[config.mk]
export PLATFORM = sky130hd
export DESIGN_NAME = ljpf_recip
export DESIGN_NICKNAME = d
export VERILOG_FILES = /design/src/rtl/ljpf_pkg.sv /design/src/rtl/ljpf_recip.sv
export SDC_FILE = /design/constraint.sdc
export NUM_CORES = 1
export LEC_CHECK = 0
export ABC_AREA = 1
export BUFFER_PORTS_ARGS = -buffer_cell sky130_fd_sc_hd__buf_4
export CAP_MARGIN = 20
export CORE_UTILIZATION = 35
export CTS_CLUSTER_SIZE = 30
export DETAILED_ROUTE_END_ITERATION = 10
export PLACE_DENSITY = 0.56
export RECOVER_POWER = 100
export SETUP_SLACK_MARGIN = 0.05
export SLEW_MARGIN = 20
export SYNTH_ARGS = -nofsm -noshare
export SYNTH_HDL_FRONTEND = slang
export SYNTH_SLANG_ARGS = --single-unit
export TNS_END_PERCENT = 100
[constraint.sdc]
create_clock -name clock -period 5.25 [get_ports clock]
set_input_delay 0.7875 -clock clock [delete_from_list [all_inputs] [get_ports clock]]
set_output_delay 0.7875 -clock clock [all_outputs]
set_load 0.01 [all_outputs]
[src/rtl/ljpf_pkg.sv]
package ljpf_pkg;

   // Default sizes of the atom and type tables.
   localparam int NUM_ATOMS_DEF = 1024;
   localparam int NUM_TYPES_DEF = 4;
   localparam int NCOEF         = 6;

   // Stream widths.
   localparam int REQ_DATA_W = 208;
   localparam int RSP_DATA_W = 256;

   // Command codes carried in req_tuser.
   localparam logic [1:0] CMD_PAIR = 2'd0;
   localparam logic [1:0] CMD_READ = 2'd1;
   localparam logic [1:0] CMD_LOAD = 2'd2;

   // Coefficient selectors.
   localparam logic [2:0] CSEL_LJ1   = 3'd0;
   localparam logic [2:0] CSEL_LJ2   = 3'd1;
   localparam logic [2:0] CSEL_LJ3   = 3'd2;
   localparam logic [2:0] CSEL_LJ4   = 3'd3;
   localparam logic [2:0] CSEL_OFFS  = 3'd4;
   localparam logic [2:0] CSEL_CUTSQ = 3'd5;

   // Q32.32 limits.
   localparam logic signed [63:0] Q_MAX = 64'sh7FFF_FFFF_FFFF_FFFF;
   localparam logic signed [63:0] Q_MIN = 64'sh8000_0000_0000_0000;

   // Reciprocal: quotient bits and the divisor at or below which the result saturates.
   localparam int          RECIP_STEPS = 81;
   localparam logic [63:0] RECIP_LIM   = 64'h0000_0000_0002_0000;

   // Magnitude of a signed word; the most negative value maps to 2^63.
   function automatic logic [63:0] mag64(input logic signed [63:0] a);
      return a[63] ? (64'd0 - a) : a;
   endfunction

   // Saturating add.
   function automatic logic signed [63:0] sat_add(input logic signed [63:0] a,
                                                  input logic signed [63:0] b);
      logic signed [64:0] s;
      s = {a[63], a} + {b[63], b};
      if (s[64] != s[63]) return s[64] ? Q_MIN : Q_MAX;
      return s[63:0];
   endfunction

   // Saturating subtract.
   function automatic logic signed [63:0] sat_sub(input logic signed [63:0] a,
                                                  input logic signed [63:0] b);
      logic signed [64:0] s;
      s = {a[63], a} - {b[63], b};
      if (s[64] != s[63]) return s[64] ? Q_MIN : Q_MAX;
      return s[63:0];
   endfunction

endpackage

[src/rtl/ljpf_recip.sv]
module ljpf_recip (
   input  logic               clock,
   input  logic               reset,
   input  logic               start,
   input  logic [63:0]        d_in,
   output logic               done,
   output logic signed [63:0] q
);
   import ljpf_pkg::*;

   logic        busy_ff, busy_in;
   logic [6:0]  cnt_ff, cnt_in;
   logic [63:0] d_ff, d_in_r;
   logic [63:0] rem_ff, rem_in;
   logic [63:0] q_ff, q_in;
   logic        done_ff, done_in;

   logic [63:0] rem_sh;
   logic        take;

   // One restoring step per cycle over the dividend 2^80.
   always_comb begin
      rem_sh = {rem_ff[62:0], (cnt_ff == 7'd0)};
      take   = rem_ff[63] || (rem_sh >= d_ff);
   end

   always_comb begin
      busy_in = busy_ff;
      cnt_in  = cnt_ff;
      d_in_r  = d_ff;
      rem_in  = rem_ff;
      q_in    = q_ff;
      done_in = 1'b0;
      if (start) begin
         d_in_r = d_in;
         rem_in = '0;
         cnt_in = 7'd0;
         if (d_in <= RECIP_LIM) begin
            q_in    = Q_MAX;
            done_in = 1'b1;
         end else begin
            q_in    = '0;
            busy_in = 1'b1;
         end
      end else if (busy_ff) begin
         rem_in = take ? (rem_sh - d_ff) : rem_sh;
         q_in   = {q_ff[62:0], take};
         cnt_in = cnt_ff + 7'd1;
         if (cnt_ff == 7'(RECIP_STEPS - 1)) begin
            busy_in = 1'b0;
            done_in = 1'b1;
         end
      end
   end

   always_ff @(posedge clock) begin
      if (reset) begin
         busy_ff <= 1'b0;
         done_ff <= 1'b0;
         cnt_ff  <= 7'd0;
      end else begin
         busy_ff <= busy_in;
         done_ff <= done_in;
         cnt_ff  <= cnt_in;
      end
      d_ff   <= d_in_r;
      rem_ff <= rem_in;
      q_ff   <= q_in;
   end

   assign done = done_ff;
   assign q    = q_ff;

endmodule
==> results.md <==
- Outcome: finished, violations left
- Failing checks: capacitance limit, slew limit
- Register area share after synthesis: 36.9%
- Core area: 0.0401 mm²
- WS Path Type: input pin to register
- Syn_nets: 2319
- Post-CTS Hold Buffers: 0
- Hold WC Path Type: input pin to register
- CTS HTree Levels: 1
- Mapped Cells: 2185
- Die footprint: around 0.042 mm²
- Critical path arrival: 4.35 ns
- Max Cap Viol: 3
- FF+latch count, synth: roughly 200
- Slowest CP cell: clkbuf_1
- Die Span Y: a little over 200 µm
- Pwr/cell area: 241 mW/mm²
- Critical Path RT: ~5.5 ns
- Crit path max-delay family: buffers and inverters
- Clock slew at reported path FFs: around 0.060 ns
- Worst Tran Pin Value: 2.55 ns
- Worst-Skew Late Latency: around 0.55 ns
- Nets: between 2000 and 2500
- Initial DRC Count: ~790
- FMAX: 0.245 GHz
- CTS root buf: clkbuf_16
- DP Cell Count: around 2800
- Total number of vias: around 13000
- Max Slew Vio Count: 148
- CP peak stage delay: approximately 1.9 ns
- Critical-path cell list: clkbuf_1, clkbuf_1, inv_2, buf_12, nand2_1, nand2_1
- Worst setup EP type: register
- Syn avg cell area: around 6.6 µm²
- Worst slew margin: -69.9%
- Final GP Congestion: 0.966
- Remaining antenna violation count: 0
- Unrepaired setup endpoints after global routing: no
- Routed len/inst: ~16 µm
- Leakage: slightly below 9 nW
- Post-Layout Cell Count: roughly 2900
- GRT Util Overall: between 20% and 30%
- Max rail drop VDD: 0.213 mV
- Pin count of the biggest net entering global routing: 65
- Core Rows: 73
- Synthesis-to-finish area growth: 13.3%
- Post-DP Area: between 0.015 and 0.02 mm²
- Post-layout util: between 40% and 50%
- Setup violators final: 0
- CTS Buf Count: 24
- Fin worst setup slack: 1.17 ns
- CP Max Fanout: 43
- Overall Power: between 3 and 4 mW
- Sum Neg Setup Slack: 0 ns
- Total grt overflow: 0
- Setup crit start kind: input pin
- Detailed placer's ending HPWL: around 36000 µm
- Vias/cell: about 4.6
- Synth cell types: 36
- Diodes inserted: 0
- Hold_ws: 0.440 ns
- Post-synthesis cell area: between 0.01 and 0.015 mm²
- Final setup skew: 0.0152 ns
- Fin crit share: between 70% and 80%
- Initial core utilization: 35.9%
- Worst Path Buf+Inv: 4
- Initial antenna violation count: 1
- Design Area, Final: 0.0163 mm²
- Fin crit period: roughly 4.1 ns
- Post-Route WL: between 40000 and 50000 µm
- YS warnings: 0
- PortBufs: ~130
- First-pass GRT wire length: a little over 70000 µm
- Vias in the first global route: 13100
- Worst slack at placement: between 1 and 1.5 ns
- Num Clock Sinks: approximately 200
- Clk buf depth: 3
- First-pass iteration count of the detailed router: 5
- Post-CTS sizing: 0
- Layout cells sized above 1: around 6%
- CTS tree: done
- Die width: between 200 and 250 µm
- Io pins: ~130
- Post-CTS Repair Setup Buffers: 0
- Final hold vios: 0
- DR DRC count: 0
[flip-flops by register name, summed over array words and instances, names as in the netlist]
name	cells
rem_ff	64
done	1
busy_ff	1
q	64
d_ff	64
cnt_ff	7
[power breakdown]
group / switching [mW] / leakage, nW / total (mW) / internal (mW)
combinational: 0.296 / 6.49 / 0.431 / 0.136
clock: 0.679 / 0.388 / 1.67 / 0.988
sequential: 0.0382 / 1.90 / 1.82 / 1.78
total: 1.01 / 8.78 / 3.92 / 2.91
[final cells by class]
type / instances / area (µm²)
clock buffers: 37 / 712
well taps: 525 / 657
flip-flops and latches: 201 / 5310
multi-input cells: 1464 / 7020
inverters: 473 / 1780
clock inverters: 7 / 83.8
fillers: 4416 / 23800
repair buffers: 143 / 733
[worst paths after layout]
check	slack, ns	start	endpoint	cells past startpoint
worst max-delay path	1.17	start	q[52]	6
worst max register to register	1.51	cnt_ff[1]	rem_ff[26]	21
worst min-delay path	0.44	d_in[22]	d_ff[22]	1
worst min register to register	0.46	rem_ff[63]	rem_ff[63]	2
[cell usage after synthesis, drive strengths merged]
cell	n	share of area (%)
xor2	3	0.18
ha	66	5.7
nand4	22	0.96
clkinv	1	0.026
xnor2	27	1.6
nand3b	28	1.5
buf	21	1.4
nand2	873	23
a211oi	1	0.052
nor4	13	0.57
a21oi	47	1.7
nor3	21	0.80
or4	1	0.052
or2	1	0.044
o21bai	3	0.16
nand3	175	6.8
clkbuf	26	0.68
fa	1	0.14
nor2	138	3.8
o21ai	43	1.5
inv	472	12
nor3b	1	0.052
dfxtp	73	10
edfxtp	128	27
[layout by cell type, fill, tap and decap left out, types with 3 or more instances in the layout]
| cell type | count |
|---|---|
| nor4_1 | 13 |
| clkbuf_4 | 36 |
| xnor2_1 | 27 |
| inv_1 | 459 |
| ha_1 | 66 |
| o21bai_1 | 3 |
| nand2_1 | 861 |
| nor3_1 | 19 |
| nand3_1 | 154 |
| clkinv_2 | 4 |
| a21oi_1 | 46 |
| nor2_4 | 4 |
| nand2_2 | 10 |
| xor2_1 | 3 |
| buf_4 | 7 |
| nor2_2 | 7 |
| nand3b_1 | 28 |
| edfxtp_1 | 128 |
| inv_2 | 12 |
| nand4_1 | 22 |
| dfxtp_1 | 73 |
| clkbuf_16 | 26 |
| o21ai_0 | 43 |
| nor2_1 | 127 |
| clkbuf_1 | 105 |
| nand3_2 | 21 |
[cells by family after synthesis]
logic type	synth area share, %
simple gates	37.7
buf+inv	14.4
flops	36.9
compound gates	3.37
fa+ha+maj	5.88
xor+xnor	1.83
[layer usage]
| layer | vias to the layer above | global-route usage (%) | share of wire (%) |
|---|---|---|---|
| met5 | - | 0 | 0.020 |
| met4 | 2 | 7.22 | 3.5 |
| met3 | 76 | 4.06 | 5.3 |
| met2 | 270 | 35.5 | 44 |
| met1 | 5884 | 29.4 | 47 |
| li1 | 6939 | - | - |
(Power assumes the default switching activity.)
