--- config.mk ---
export PLATFORM = sky130hd
export DESIGN_NAME = ljpf_mul
export DESIGN_NICKNAME = d
export VERILOG_FILES = /design/src/rtl/ljpf_pkg.sv /design/src/rtl/ljpf_mul.sv
export SDC_FILE = /design/constraint.sdc
export NUM_CORES = 2
export LEC_CHECK = 0
export ABC_CLOCK_PERIOD_IN_PS = 16350
export BUFFER_PORTS_ARGS = -buffer_cell sky130_fd_sc_hd__buf_2
export CAP_MARGIN = 20
export CORE_AREA = 2 2 367 369
export CTS_CLUSTER_DIAMETER = 100
export DETAILED_ROUTE_END_ITERATION = 10
export DIE_AREA = 0 0 369 371
export PLACE_DENSITY = 0.68
export SYNTH_ARGS = -nofsm -noshare
export SYNTH_HDL_FRONTEND = slang
export SYNTH_SLANG_ARGS = --single-unit
--- constraint.sdc ---
create_clock -name clock -period 16.35 [get_ports clock]
set_input_delay 1.635 -clock clock [delete_from_list [all_inputs] [get_ports clock]]
set_output_delay 1.635 -clock clock [all_outputs]
set_load 0.02 [all_outputs]
--- src/rtl/ljpf_pkg.sv ---
package ljpf_pkg;

   // Default sizes of the atom and type tables.
   localparam int NUM_ATOMS_DEF = 1024;
   localparam int NUM_TYPES_DEF = 4;
   localparam int NCOEF         = 6;

   // Stream widths.
   localparam int REQ_DATA_W = 208;
   localparam int RSP_DATA_W = 256;

   // Command codes carried in req_tuser.
   localparam logic [1:0] CMD_PAIR = 2'd0;
   localparam logic [1:0] CMD_READ = 2'd1;
   localparam logic [1:0] CMD_LOAD = 2'd2;

   // Coefficient selectors.
   localparam logic [2:0] CSEL_LJ1   = 3'd0;
   localparam logic [2:0] CSEL_LJ2   = 3'd1;
   localparam logic [2:0] CSEL_LJ3   = 3'd2;
   localparam logic [2:0] CSEL_LJ4   = 3'd3;
   localparam logic [2:0] CSEL_OFFS  = 3'd4;
   localparam logic [2:0] CSEL_CUTSQ = 3'd5;

   // Q32.32 limits.
   localparam logic signed [63:0] Q_MAX = 64'sh7FFF_FFFF_FFFF_FFFF;
   localparam logic signed [63:0] Q_MIN = 64'sh8000_0000_0000_0000;

   // Reciprocal: quotient bits and the divisor at or below which the result saturates.
   localparam int          RECIP_STEPS = 81;
   localparam logic [63:0] RECIP_LIM   = 64'h0000_0000_0002_0000;

   // Magnitude of a signed word; the most negative value maps to 2^63.
   function automatic logic [63:0] mag64(input logic signed [63:0] a);
      return a[63] ? (64'd0 - a) : a;
   endfunction

   // Saturating add.
   function automatic logic signed [63:0] sat_add(input logic signed [63:0] a,
                                                  input logic signed [63:0] b);
      logic signed [64:0] s;
      s = {a[63], a} + {b[63], b};
      if (s[64] != s[63]) return s[64] ? Q_MIN : Q_MAX;
      return s[63:0];
   endfunction

   // Saturating subtract.
   function automatic logic signed [63:0] sat_sub(input logic signed [63:0] a,
                                                  input logic signed [63:0] b);
      logic signed [64:0] s;
      s = {a[63], a} - {b[63], b};
      if (s[64] != s[63]) return s[64] ? Q_MIN : Q_MAX;
      return s[63:0];
   endfunction

endpackage

--- src/rtl/ljpf_mul.sv ---
module ljpf_mul (
   input  logic                clock,
   input  logic                reset,
   input  logic                start,
   input  logic signed [63:0]  a_in,
   input  logic signed [63:0]  b_in,
   output logic                done,
   output logic [127:0]        raw,
   output logic signed [63:0]  q
);
   import ljpf_pkg::*;

   logic         busy_ff, busy_in;
   logic [2:0]   cnt_ff, cnt_in;
   logic [63:0]  ma_ff, ma_in, mb_ff, mb_in;
   logic         neg_ff, neg_in;
   logic [63:0]  pp_ff, pp_in;
   logic [127:0] acc_ff, acc_in;
   logic signed [63:0] q_ff, q_in;
   logic         done_ff, done_in;

   logic [31:0]  pa, pb;
   logic [127:0] pp_sh;
   logic [63:0]  mag;
   logic         over;

   // Partial product selection: one 32x32 multiply per cycle.
   always_comb begin
      case (cnt_ff)
         3'd0:    begin pa = ma_ff[31:0];  pb = mb_ff[31:0];  end
         3'd1:    begin pa = ma_ff[31:0];  pb = mb_ff[63:32]; end
         3'd2:    begin pa = ma_ff[63:32]; pb = mb_ff[31:0];  end
         default: begin pa = ma_ff[63:32]; pb = mb_ff[63:32]; end
      endcase
      pp_in = {32'd0, pa} * {32'd0, pb};
   end

   // Alignment of the registered partial product from the previous cycle.
   always_comb begin
      case (cnt_ff)
         3'd1:    pp_sh = {64'd0, pp_ff};
         3'd2,
         3'd3:    pp_sh = {32'd0, pp_ff, 32'd0};
         default: pp_sh = {pp_ff, 64'd0};
      endcase
   end

   // Truncate toward zero and saturate to Q32.32.
   always_comb begin
      mag  = acc_ff[95:32];
      over = (acc_ff[127:96] != 32'd0) ||
             (neg_ff ? (mag > 64'h8000_0000_0000_0000) : (mag > 64'h7FFF_FFFF_FFFF_FFFF));
   end

   // Step control.
   always_comb begin
      busy_in = busy_ff;
      cnt_in  = cnt_ff;
      ma_in   = ma_ff;
      mb_in   = mb_ff;
      neg_in  = neg_ff;
      acc_in  = acc_ff;
      q_in    = q_ff;
      done_in = 1'b0;
      if (start) begin
         busy_in = 1'b1;
         cnt_in  = 3'd0;
         ma_in   = mag64(a_in);
         mb_in   = mag64(b_in);
         neg_in  = a_in[63] ^ b_in[63];
         acc_in  = '0;
      end else if (busy_ff) begin
         cnt_in = cnt_ff + 3'd1;
         if (cnt_ff >= 3'd1 && cnt_ff <= 3'd4) begin
            acc_in = acc_ff + pp_sh;
         end
         if (cnt_ff == 3'd5) begin
            busy_in = 1'b0;
            done_in = 1'b1;
            if (over) q_in = neg_ff ? Q_MIN : Q_MAX;
            else      q_in = neg_ff ? (64'd0 - mag) : mag;
         end
      end
   end

   always_ff @(posedge clock) begin
      if (reset) begin
         busy_ff <= 1'b0;
         done_ff <= 1'b0;
         cnt_ff  <= 3'd0;
      end else begin
         busy_ff <= busy_in;
         done_ff <= done_in;
         cnt_ff  <= cnt_in;
      end
      ma_ff  <= ma_in;
      mb_ff  <= mb_in;
      neg_ff <= neg_in;
      pp_ff  <= pp_in;
      acc_ff <= acc_in;
      q_ff   <= q_in;
   end

   assign done = done_ff;
   assign raw  = acc_ff;
   assign q    = q_ff;

endmodule

==> insert_results.sql <==
INSERT INTO impl_metrics (metric_group, metric, value, unit) VALUES
('clock_network', 'cts_max_level', '2', ''),
('synth', 'yosys.area.top_type_share', '30.2', '%'),
('clock_network', 'cts_root_buffer', 'clkbuf_16', ''),
('die', 'die_width', '369', 'um'),
('detailed_routing', 'detail_route.first_pass.iterations', '6', ''),
('clock_network', 'tritoncts.num_buffers', '48', ''),
('setup_path', 'cell_at_the_slowest_stage_of_the_critical_path', 'mux2i_4', ''),
('synth', 'synth.cell_area', '59400', 'um2'),
('grt', 'grt_overflow_total', '0', ''),
('sta', 'worst_tran_pin_value', '1.19', 'ns'),
('grt', 'number_of_antenna_violations_at_the_first_check_in_global_routing', '10', ''),
('detailed_routing', 'detailedRoute.firstIterationViolations', '5717', ''),
('detailed_routing', 'drc_errors', '0', ''),
('die', 'initial_core_util', '44.8', '%'),
('place', 'detailedPlacementHpwl', '181', 'mm'),
('detailed_routing', 'post_drt_wl_per_cell', '25.9', 'um'),
('die', 'core_region_area', '133000', 'um2'),
('status', 'status', 'completed', ''),
('clock_network', 'cts_resized', '0', ''),
('cells_and_area', 'final_cells', '8912', ''),
('synth', 'syn-mean-instance-area', '8.50', 'um2'),
('synth', 'synthesis.nets', '8419', ''),
('synth', 'synthDistinctLibCells', '83', ''),
('cells_and_area', 'final_nets', '8529', ''),
('cells_and_area', 'layout-area-overhead-vs-synth', '8.65', '%'),
('run', 'max-cap-violations', '0', ''),
('min_path', 'min_path_cells', '2', ''),
('place', 'detailed_place.area', '63000', 'um2'),
('place', 'post-place-cells', '8821', ''),
('synth', 'ys_async_sr_fraction', '0', '%'),
('die', 'io_pins', '324', ''),
('cells_and_area', 'utilization', '48.6', '%'),
('min_path', 'hp-start', 'raw[11]', ''),
('setup_path', 'worstSetupEndpointType', 'flop', ''),
('setup_path', 'critical_path.reg2reg.endpoint', 'pp_ff[58]', ''),
('synth', 'dominantRegCellSynth', 'dfxtp_1', ''),
('cells_and_area', 'finished_cell_area', '64600', 'um2'),
('synth', 'synth-seq-area-share', '16.4', '%'),
('min_path', 'holdCritPathClass', 'flop to flop', ''),
('setup_path', 'slowest_delay', '1.02', 'ns'),
('clock_network', 'cts_sinks', '390', ''),
('sta', 'max-slew-margin-rel', '18.7', '%'),
('setup_path', 'critical_path_class', 'flop to flop', ''),
('die', 'die-height', '371', 'um'),
('clock_network', 'cts_post_setup_buffers_inserted', '0', ''),
('setup_path', 'timing.critical_path.fanout_max', '43', ''),
('synth', 'synth-edff-count', '193', ''),
('sta', 'report.final.slew_viol_count', '0', ''),
('synth', 'yosys_warnings', '0', ''),
('setup_path', 'r2r_cells', '30', ''),
('clock_network', 'cts_tree', 'built', ''),
('synth', 'synth.area.top_cells', 'fa_1, edfxtp_1, ha_1, dfxtp_1, inv_1', ''),
('setup_path', 'critPathArrivalTime', '12.21', 'ns'),
('cells_and_area', 'layout_cell_share_with_drive_strength_beyond_1', '9.17', '%'),
('clock_network', 'clkLatencyLatePin', '0.67', 'ns'),
('setup_path', 'critPathMostFrequentCell', 'fa_1', ''),
('place', 'routability_congestion_estimate_from_global_placement', '1.00', ''),
('sta', 'finalCritPeriodShare', '71.3', '%'),
('sta', 'setup_viol', '0', ''),
('detailed_routing', 'ant_nets', '0', ''),
('synth', 'synthCells', '6993', ''),
('die', 'floorplan.rows', '134', ''),
('clock_network', 'worst_setup_hold_path_clk_slew', '0.06', 'ns'),
('clock_network', 'ctsLongestPathBuffers', '3', ''),
('synth', 'yosys.area.top_type', 'fa_1', ''),
('sta', 'timing.clock.skew', '0.0387', 'ns'),
('sta', 'maxClockFrequency', '0.0858', 'GHz'),
('grt', 'grt_first_pass_wirelength', '341', 'mm'),
('detailed_routing', 'post_drt_via_cell_ratio', '5.92', ''),
('setup_path', 'rr_startpoint', 'cnt_ff[0]', ''),
('setup_path', 'reg2reg_slack', '4.69', 'ns');
worst max path at each step:
stage          startpoint   endpoint  slack, ns  depth (start not counted)
5_1_grt         cnt_ff[0]  pp_ff[58]       4.28                         30
2_1_floorplan   cnt_ff[1]  pp_ff[58]       6.80                         35
3_3_place_gp    cnt_ff[0]  pp_ff[58]       5.08                         30
4_1_cts         cnt_ff[0]  pp_ff[58]       4.97                         30
3_5_place_dp    cnt_ff[0]  pp_ff[58]       4.98                         30
6_report        cnt_ff[0]  pp_ff[58]       4.69                         30
sequential cells by signal, indices dropped and copies added (netlist names):
name,count
neg_ff,1
ma_ff,64
cnt_ff,3
busy_ff,1
pp_ff,64
q,64
done,1
mb_ff,64
raw,128
critical path: cells and delay by family, from the launching register on:
family | cells | cell delay (ns)
AOI/OAI and AO/OA | 10 | 3.82
xor gates and xnor gates | 1 | 0.15
adders and majority gates | 10 | 4.71
buffers and inverters | 7 | 1.16
DFF | 1 | 0.47
muxes | 1 | 1.02
and+or+nand+nor | 1 | 0.15
layout by cell type, fill, tap and decap left out, types with 13 or more instances in the layout:
master | synthesis | layout
buf_2 | 3 | 322
nand4_1 | 99 | 99
mux2_2 | 63 | 63
nand2b_1 | 39 | 39
buf_4 | 0 | 102
nor3_1 | 67 | 67
edfxtp_1 | 193 | 193
nor4_1 | 34 | 34
inv_1 | 968 | 968
and2_1 | 42 | 42
o21bai_1 | 49 | 49
o31ai_1 | 49 | 49
mux2i_2 | 0 | 33
or2_2 | 22 | 22
mux2i_1 | 70 | 30
and3_1 | 59 | 58
o22a_1 | 13 | 13
nor2_1 | 807 | 805
fa_1 | 897 | 897
a211oi_1 | 21 | 21
xor2_1 | 70 | 70
a22o_1 | 38 | 38
ha_1 | 398 | 398
or4_1 | 26 | 26
o21a_1 | 31 | 31
dfxtp_1 | 197 | 197
clkbuf_16 | 0 | 49
nor2b_1 | 24 | 23
xnor2_1 | 230 | 230
o21ai_0 | 265 | 264
or3_1 | 65 | 65
a21oi_1 | 417 | 416
a31oi_1 | 22 | 22
o211ai_1 | 16 | 16
nand3_1 | 78 | 77
o41ai_1 | 27 | 27
a21o_1 | 117 | 116
nand2_1 | 949 | 948
a21boi_0 | 19 | 19
cell families (layout without fill, tap and decap cells):
family | count (synthesis) | in the layout | share of synthesized area, %
muxes | 133 | 133 | 2.37
adders and majority gates | 1295 | 1295 | 38.6
xor gates and xnor gates | 300 | 300 | 4.42
other | 0 | 3 | 0
DFF | 390 | 390 | 16.4
buffers and inverters | 1333 | 1481 | 8.42
AOI/OAI and AO/OA | 1190 | 1190 | 12.5
and+or+nand+nor | 2352 | 2352 | 17.3
cell usage after synthesis (8+ instances only):
library cell	number
o21a_1	31
or3_1	65
a22o_1	38
o41ai_1	27
a21oi_1	417
a2bb2oi_1	9
dfxtp_1	197
nor3_1	67
edfxtp_1	193
clkbuf_1	337
mux2i_1	70
a31oi_1	22
a21boi_0	19
a211oi_1	21
and2_1	42
buf_1	25
xnor2_1	230
a221oi_1	10
o211ai_1	16
xor2_1	70
o22a_1	13
nand2_1	949
and4_1	10
nor2b_1	24
nand2b_1	39
o31ai_1	49
or4_1	26
fa_1	897
o311ai_0	9
nand3_1	78
nor2_1	807
ha_1	398
nor4_1	34
a22oi_1	8
o21ai_0	265
a21o_1	117
inv_1	968
nand4_1	99
o21bai_1	49
and3_1	59
mux2_2	63
or2_2	22
metal layers:
metal  vias to the layer above  share of wire, %  track usage (%)
met4                        16               7.9             21.3
met1                     25900                38             41.4
met2                      3032                45             53.7
met3                       832               9.8             6.93
met5                         -             0.041                0
li1                      23000                 -                -
per-stage QoR:
stage	worst slack, ns	hold WS, ns
floorplan	6.80	0.536
global placement	5.08	0.466
detailed placement	4.98	0.470
CTS	4.97	0.479
global route	4.28	0.497
finish	4.69	0.474
layout make-up:
cell class	instances	area (um2)
clock inverters	35	384
inverters	968	3630
repair buffers	425	2390
clock buffers	53	1240
fillers	12700	68200
diodes	3	7.51
flip-flops and latches	390	9740
well taps	1768	2210
multi-input cells	5270	45000
Power is not shown: default switching activity piles up to over one toggle a cycle in this logic, so the estimate is an artifact.
